### config.mk
export PLATFORM = sky130hd
export DESIGN_NAME = velocity_ramp_planner_top_flat
export DESIGN_NICKNAME = d
export VERILOG_FILES = /design/src/design/vrp_pkg.sv /design/src/design/vrp_if.sv /design/src/design/vrp_axis.sv /design/src/design/velocity_ramp_planner_top.sv /design/src/flat_wrapper.sv
export SDC_FILE = /design/constraint.sdc
export NUM_CORES = 1
export LEC_CHECK = 0
export BUFFER_PORTS_ARGS = -buffer_cell sky130_fd_sc_hd__buf_2
export CORE_UTILIZATION = 63
export DETAILED_ROUTE_END_ITERATION = 10
export PLACE_DENSITY = 0.8
export SETUP_SLACK_MARGIN = 0.5
export SLEW_MARGIN = 40
export SYNTH_ARGS = -nofsm -noshare
export SYNTH_HDL_FRONTEND = slang
export SYNTH_SLANG_ARGS = --single-unit
### constraint.sdc
create_clock -name clk -period 8.8 [get_ports clk]
set_clock_uncertainty 0.05 [all_clocks]
set_input_delay 1.32 -clock clk [delete_from_list [all_inputs] [get_ports clk]]
set_output_delay 1.32 -clock clk [all_outputs]
set_load 0.02 [all_outputs]
### src/design/vrp_pkg.sv
// ----------------------------------------------------------------------------
// vrp_pkg
// Shared widths, reset values and register codes of the velocity ramp planner.
// ----------------------------------------------------------------------------
package vrp_pkg;

    // Signed Q8.8 velocity word and unsigned Q7.8 step word.
    localparam int VEL_W  = 16;
    localparam int STEP_W = 15;

    // Both steps come out of reset at 2.0 in Q7.8.
    localparam logic [STEP_W-1:0] INCREASE_STEP_RESET = 15'd512;
    localparam logic [STEP_W-1:0] DECREASE_STEP_RESET = 15'd512;

    // Configuration register indexes.
    typedef enum logic [0:0] {
        REG_INCREASE_STEP = 1'b0,
        REG_DECREASE_STEP = 1'b1
    } cfg_reg_t;

endpackage

### src/design/vrp_if.sv
// ----------------------------------------------------------------------------
// vrp_if
// Valid/ready channels of the velocity ramp planner: target and planned beats.
// ----------------------------------------------------------------------------
interface vrp_in_if;
    logic                             valid;
    logic                             ready;
    logic signed [vrp_pkg::VEL_W-1:0] target_vx;
    logic signed [vrp_pkg::VEL_W-1:0] target_vy;

    modport source (output valid, output target_vx, output target_vy, input ready);
    modport sink   (input valid, input target_vx, input target_vy, output ready);
endinterface

interface vrp_out_if;
    logic                             valid;
    logic                             ready;
    logic signed [vrp_pkg::VEL_W-1:0] planned_vx_out;
    logic signed [vrp_pkg::VEL_W-1:0] planned_vy_out;

    modport source (output valid, output planned_vx_out, output planned_vy_out, input ready);
    modport sink   (input valid, input planned_vx_out, input planned_vy_out, output ready);
endinterface

### src/design/vrp_axis.sv
// ----------------------------------------------------------------------------
// vrp_axis
// One-axis asymmetric slew limiter: next planned velocity from target and step.
// ----------------------------------------------------------------------------
module vrp_axis (
    input  logic signed [vrp_pkg::VEL_W-1:0]  target,
    input  logic signed [vrp_pkg::VEL_W-1:0]  planned,
    input  logic        [vrp_pkg::STEP_W-1:0] inc_step,
    input  logic        [vrp_pkg::STEP_W-1:0] dec_step,
    output logic signed [vrp_pkg::VEL_W-1:0]  planned_next
);

    localparam int EXT_W = vrp_pkg::VEL_W + 1;
    localparam int PAD_W = EXT_W - vrp_pkg::STEP_W;

    logic signed [EXT_W-1:0] t_ext;
    logic signed [EXT_W-1:0] p_ext;
    logic signed [EXT_W-1:0] inc_ext;
    logic signed [EXT_W-1:0] dec_ext;
    logic signed [EXT_W-1:0] mag_t;
    logic signed [EXT_W-1:0] mag_p;
    logic signed [EXT_W-1:0] sum;
    logic                    t_neg;
    logic                    p_neg;
    logic                    opposite;
    logic                    accel;

    always_comb
    begin
        t_neg   = target[vrp_pkg::VEL_W-1];
        p_neg   = planned[vrp_pkg::VEL_W-1];
        t_ext   = {t_neg, target};
        p_ext   = {p_neg, planned};
        inc_ext = {{PAD_W{1'b0}}, inc_step};
        dec_ext = {{PAD_W{1'b0}}, dec_step};
        mag_t   = t_neg ? -t_ext : t_ext;
        mag_p   = p_neg ? -p_ext : p_ext;

        // Strictly opposite signs; a zero on either side never counts.
        opposite = (!t_neg && (target != '0) && p_neg) ||
                   (t_neg && !p_neg && (planned != '0));
        accel    = !opposite && (mag_t >= mag_p);

        if (accel)
        begin
            if (!t_neg)
            begin
                sum = p_ext + inc_ext;
                if (sum > t_ext)
                    sum = t_ext;
            end
            else
            begin
                sum = p_ext - inc_ext;
                if (sum < t_ext)
                    sum = t_ext;
            end
        end
        else
        begin
            if (!p_neg)
            begin
                sum = p_ext - dec_ext;
                if (sum < t_ext)
                    sum = t_ext;
            end
            else
            begin
                sum = p_ext + dec_ext;
                if (sum > t_ext)
                    sum = t_ext;
            end
        end

        // The clamp to the target keeps the sum inside the 16-bit range.
        planned_next = sum[vrp_pkg::VEL_W-1:0];
    end

endmodule

### src/design/velocity_ramp_planner_top.sv
// ----------------------------------------------------------------------------
// velocity_ramp_planner_top
// Two-axis asymmetric velocity ramp: one planned-velocity beat per target beat.
// ----------------------------------------------------------------------------
// Every target beat produces exactly one result beat holding the planned X and
// Y velocities after one ramp step. The block sustains one beat per clock
// while the result channel is ready: a target beat is captured in an input
// register, the ramp step for both axes is a single add, compare and clamp
// per axis evaluated against the stored planned velocities, and the result is
// registered in an output register as the captured beat moves on. The planned
// velocities feed straight back into the next step, so consecutive beats use
// each other's results with no bubble between them. Backpressure on the result
// channel stalls the pipeline in place; the input side keeps accepting while a
// free register remains. The step registers are written through the cfg port
// and should only change while no beat is in flight. Both planned velocities
// reset to zero and both steps reset to 2.0.
// ----------------------------------------------------------------------------
module velocity_ramp_planner_top (
    input  logic                                clk,
    input  logic                                rst_n,
    vrp_in_if.sink                              in_ch,
    vrp_out_if.source                           out_ch,
    input  logic                                cfg_we,
    input  vrp_pkg::cfg_reg_t                   cfg_index,
    input  logic [vrp_pkg::STEP_W-1:0]          cfg_wdata
);

    // Step registers.
    logic [vrp_pkg::STEP_W-1:0] inc_step_reg;
    logic [vrp_pkg::STEP_W-1:0] dec_step_reg;

    // Input stage.
    logic                             s1_valid_reg;
    logic signed [vrp_pkg::VEL_W-1:0] s1_tx_reg;
    logic signed [vrp_pkg::VEL_W-1:0] s1_ty_reg;

    // Planned velocity state and its next value.
    logic signed [vrp_pkg::VEL_W-1:0] planned_vx_reg;
    logic signed [vrp_pkg::VEL_W-1:0] planned_vy_reg;
    logic signed [vrp_pkg::VEL_W-1:0] planned_vx_next;
    logic signed [vrp_pkg::VEL_W-1:0] planned_vy_next;

    // Output stage.
    logic                             out_valid_reg;
    logic signed [vrp_pkg::VEL_W-1:0] out_vx_reg;
    logic signed [vrp_pkg::VEL_W-1:0] out_vy_reg;

    logic out_load;
    logic s1_load;

    // The output register can take a new result when it is empty or its
    // current beat leaves this cycle. The input register loads when it is empty or the output register does.
    assign out_load    = !out_valid_reg || out_ch.ready;
    assign s1_load     = !s1_valid_reg || out_load;
    assign in_ch.ready = s1_load;

    // Configuration writes.
    always_ff @(posedge clk or negedge rst_n)
    begin
        if (!rst_n)
        begin
            inc_step_reg <= vrp_pkg::INCREASE_STEP_RESET;
            dec_step_reg <= vrp_pkg::DECREASE_STEP_RESET;
        end
        else if (cfg_we)
        begin
            unique case (cfg_index)
                vrp_pkg::REG_INCREASE_STEP: inc_step_reg <= cfg_wdata;
                vrp_pkg::REG_DECREASE_STEP: dec_step_reg <= cfg_wdata;
            endcase
        end
    end

    // One ramp unit per axis, both driven by the captured target beat.
    vrp_axis u_axis_x (
        .target       (s1_tx_reg),
        .planned      (planned_vx_reg),
        .inc_step     (inc_step_reg),
        .dec_step     (dec_step_reg),
        .planned_next (planned_vx_next)
    );

    vrp_axis u_axis_y (
        .target       (s1_ty_reg),
        .planned      (planned_vy_reg),
        .inc_step     (inc_step_reg),
        .dec_step     (dec_step_reg),
        .planned_next (planned_vy_next)
    );

    // Control state: valid flags and the planned velocities. The state only
    // advances when the captured beat is handed to the output register, so a
    // stalled beat is never stepped twice.
    always_ff @(posedge clk or negedge rst_n)
    begin
        if (!rst_n)
        begin
            s1_valid_reg   <= 1'b0;
            out_valid_reg  <= 1'b0;
            planned_vx_reg <= '0;
            planned_vy_reg <= '0;
        end
        else
        begin
            if (s1_load)
                s1_valid_reg <= in_ch.valid;
            if (out_load)
                out_valid_reg <= s1_valid_reg;
            if (out_load && s1_valid_reg)
            begin
                planned_vx_reg <= planned_vx_next;
                planned_vy_reg <= planned_vy_next;
            end
        end
    end

    // Payload registers carry no reset.
    always_ff @(posedge clk)
    begin
        if (s1_load && in_ch.valid)
        begin
            s1_tx_reg <= in_ch.target_vx;
            s1_ty_reg <= in_ch.target_vy;
        end
        if (out_load && s1_valid_reg)
        begin
            out_vx_reg <= planned_vx_next;
            out_vy_reg <= planned_vy_next;
        end
    end

    assign out_ch.valid          = out_valid_reg;
    assign out_ch.planned_vx_out = out_vx_reg;
    assign out_ch.planned_vy_out = out_vy_reg;

endmodule

### src/flat_wrapper.sv
// flat-port wrapper written by rule: the top's interface ports become plain ports
module velocity_ramp_planner_top_flat 
  (clk, rst_n, cfg_we, cfg_index, cfg_wdata, in_ch_valid, in_ch_target_vx, in_ch_target_vy, in_ch_ready, out_ch_valid, out_ch_planned_vx_out, out_ch_planned_vy_out, out_ch_ready);
  vrp_in_if in_ch_i ();
  vrp_out_if out_ch_i ();
  input  logic clk;
  input  logic rst_n;
  input  logic cfg_we;
  input  vrp_pkg::cfg_reg_t cfg_index;
  input  logic [vrp_pkg::STEP_W-1:0] cfg_wdata;
  input wire logic [$bits(in_ch_i.valid)-1:0] in_ch_valid;
  input wire logic [$bits(in_ch_i.target_vx)-1:0] in_ch_target_vx;
  input wire logic [$bits(in_ch_i.target_vy)-1:0] in_ch_target_vy;
  output wire logic [$bits(in_ch_i.ready)-1:0] in_ch_ready;
  output wire logic [$bits(out_ch_i.valid)-1:0] out_ch_valid;
  output wire logic [$bits(out_ch_i.planned_vx_out)-1:0] out_ch_planned_vx_out;
  output wire logic [$bits(out_ch_i.planned_vy_out)-1:0] out_ch_planned_vy_out;
  input wire logic [$bits(out_ch_i.ready)-1:0] out_ch_ready;
  assign in_ch_i.valid = in_ch_valid;
  assign in_ch_i.target_vx = in_ch_target_vx;
  assign in_ch_i.target_vy = in_ch_target_vy;
  assign in_ch_ready = in_ch_i.ready;
  assign out_ch_valid = out_ch_i.valid;
  assign out_ch_planned_vx_out = out_ch_i.planned_vx_out;
  assign out_ch_planned_vy_out = out_ch_i.planned_vy_out;
  assign out_ch_i.ready = out_ch_ready;
  velocity_ramp_planner_top u_core (.clk(clk), .rst_n(rst_n), .in_ch(in_ch_i), .out_ch(out_ch_i), .cfg_we(cfg_we), .cfg_index(cfg_index), .cfg_wdata(cfg_wdata));
endmodule
==> results.toml <==
[worst_setup_path]
cp.required_ns = 9.08
critical_path.max_fanout = 20
worst_setup_path_start_kind = "register"
cp.arrival_ns = 6.53
end_kind = "register"
critical_path_class = "register to register"

[logic_synthesis]
synthesis.instances = 1958
syn_area_per_cell_um2 = 8.627
synth-simple-area-share_pct = 15.55
ys_types = 83
synth_top_area_share_pct = 21.48
yosysSeqAreaShare_pct = 20.87
synth_xor_area_share_pct = 7.622
synth_edf_count = 64
muxShareOfSynthArea_pct = 6.807
synth_warnings = 0
synth_fa_ha_area_share_pct = 22.43
synth.largest_area_cell = "ha_1"
synth_top_family_by_area = "adder cells"
ys_async_sr_fraction_pct = 50.00
synth-main-ff-cell = "edfxtp_1"
synth_area_um2 = 16890
ys_top_cells_by_area = "ha_1 21%, edfxtp_1 11%, dfrtp_1 9.2%"
synth_seq_cells = 128
synth.most_common_cell = "ha_1"
synth_compound_area_share_pct = 21.84
synth_common_cells = "290 x ha_1, 142 x nor2_1, 129 x inv_1, 118 x a21oi_1, 111 x nand2_1"

[clocking]
cts_setup_buffers = 0
numCtsBuffers = 17
cts_sinks = 128
cts_repair_resize_count = 0
clk_latency_ns = 0.45
ctsHoldBuffers = 0
clockBufferDepth = 2
ctsRootBufferMaster = "clkbuf_16"
cts.htree.levels = 4
cts_tree = "built"
cts.clk_slew.worst_paths_ns = 0.06

[timing]
fmax_mhz = 159.9
min_period_over_period_pct = 71.07
finalCriticalPeriod_ns = 6.254
tightest_slew_ns = 0.8601
drv_slew = 0
finalHoldViolCount = 0
rsz0062_at_grt = "no"
slew_headroom_pct = 42.66
setup_slack_ns = 2.546
setup_viol_count_final = 0
fin_setup_tns_ns = 0

[global_route]
grt_use_total_pct = 42.44
grt-ovfl-total = 0
grt_pass1_vias = 15040
antenna_found_initial = 1
grt_start_max_net_pins = 65
grt_pass1_wl_mm = 88.91

[die]
die_h_um = 165.7
core_area_um2 = 26210
ioPinCount = 87
start_util_pct = 64.45
die_w_um = 165.7
rows = 59
die-area_um2 = 27470

[drt]
drt_iter0_markers = 1880
via_per_inst = 6.861
wl_per_cell_um = 25.06
routed-via-count = 16120
ant_nets = 0
totalWireLength_mm = 58.90
first_pass_iters = 11
drc = 1

[finish]
antenna_cells = 0
drive_above_1_share_pct = 11.17
final_nets = 2353
syn_to_final_growth_pct = 7.882
seqCellArea_um2 = 3526
multi_input_area_um2 = 12600
num-fill-cells = 2101

[place]
dp_hpwl_mm = 46.23
pre_cts_ws_ns = 2.674
place_congestion = 1.051
io_buffers = 86

[worst_hold_path]
hold_class = "register to register"

[run_status]
status = "finished with violations"
violations = "design-rule violations"

[run]
maxCapViolCount = 0
## cell type report
type	instances	area share, %
Clock inverter	13	0.8857
Inverter	134	2.760
Multi-Input combinational cell	1617	69.16
Sequential cell	128	19.35
Tap cell	335	2.300
Timing Repair Buffer	104	3.110
Clock buffer	19	2.431
## worst paths after layout
kind | slack, ns | start | end | cells past startpoint
min in group asynchronous | 0.93 | rst_n | u_core.planned_vx_reg[5] | 2
setup / recovery | 2.55 | u_core.planned_vx_reg[0] | u_core.planned_vx_reg[1] | 20
max in group asynchronous | 7.25 | rst_n | u_core.planned_vy_reg[9] | 2
hold / removal | 0.45 | u_core.s1_valid_reg | u_core.out_ch.valid | 1
setup reg to reg | 2.55 | u_core.planned_vx_reg[0] | u_core.planned_vx_reg[1] | 20
hold reg to reg | 0.45 | u_core.s1_valid_reg | u_core.out_ch.valid | 1
## cells in the final DEF, fill, tap and decap left out, drive strengths merged, types with 9 or more instances in the layout
cell    count
nand3      38
and3       15
edfxtp     64
buf       104
o211ai     13
clkbuf     19
a21oi     118
a22o       11
ha        290
nand2b     33
a21o       22
dfrtp      62
o21bai     22
inv       131
mux2       55
xor2       43
o21a       17
o41ai      13
nor2b      27
or3        14
mux2i      53
a21boi      9
nor2      142
a22oi       9
o221ai     12
nand2     111
clkinv     10
or4        14
nand4      27
a221oi     15
a31oi      22
o31ai      21
nor3       53
a211oi     28
xnor2     104
o22ai       9
o21ai     103
## metal layers
metal	GRT usage [%]	vias to the layer above	part of all wire, %
li1	-	7382	-
met1	62.38	7724	44
met2	59.62	910	40
met3	13.39	106	14
met4	10.40	2	2.1
met5	0	-	0.020
## cell families after synthesis
group / Yosys count
xor gates and xnor gates: 147
adders and majority gates: 298
and+or+nand+nor: 524
AOI/OAI and AO/OA: 536
buffers and inverters: 215
muxes: 108
other: 2
DFF: 128
## critical path: stages (launching register included)
cell	delay (ns)
dfrtp_1	0.46
inv_1	0.15
ha_1	0.18
inv_1	0.05
fa_1	0.40
a21oi_1	0.29
o2111ai_1	0.26
a221o_1	0.50
a21o_1	0.21
a21oi_1	0.17
xnor2_1	0.13
ha_1	0.35
nand4_1	0.20
a211oi_1	0.47
and3_1	0.22
a211o_1	0.13
and2_1	0.69
nor2_2	0.30
a221o_1	0.37
mux2_2	0.27
mux2_2	0.26
## stage by stage
stage | util (%) | instances | cell area, um^2 | hold slack [ns]
global route | 69.53 | 2350 | 18220 | 0.4831
finish | 69.53 | 2350 | 18220 | 0.4540
floorplan | - | 1960 | 16900 | 0.4072
global placement | 67.09 | 2317 | 17580 | 0.4205
detailed placement | 67.20 | 2318 | 17610 | 0.4358
CTS | 69.51 | 2350 | 18220 | 0.4505
Power is not shown: default switching activity piles up to over one toggle a cycle in this logic, so the estimate is an artifact.
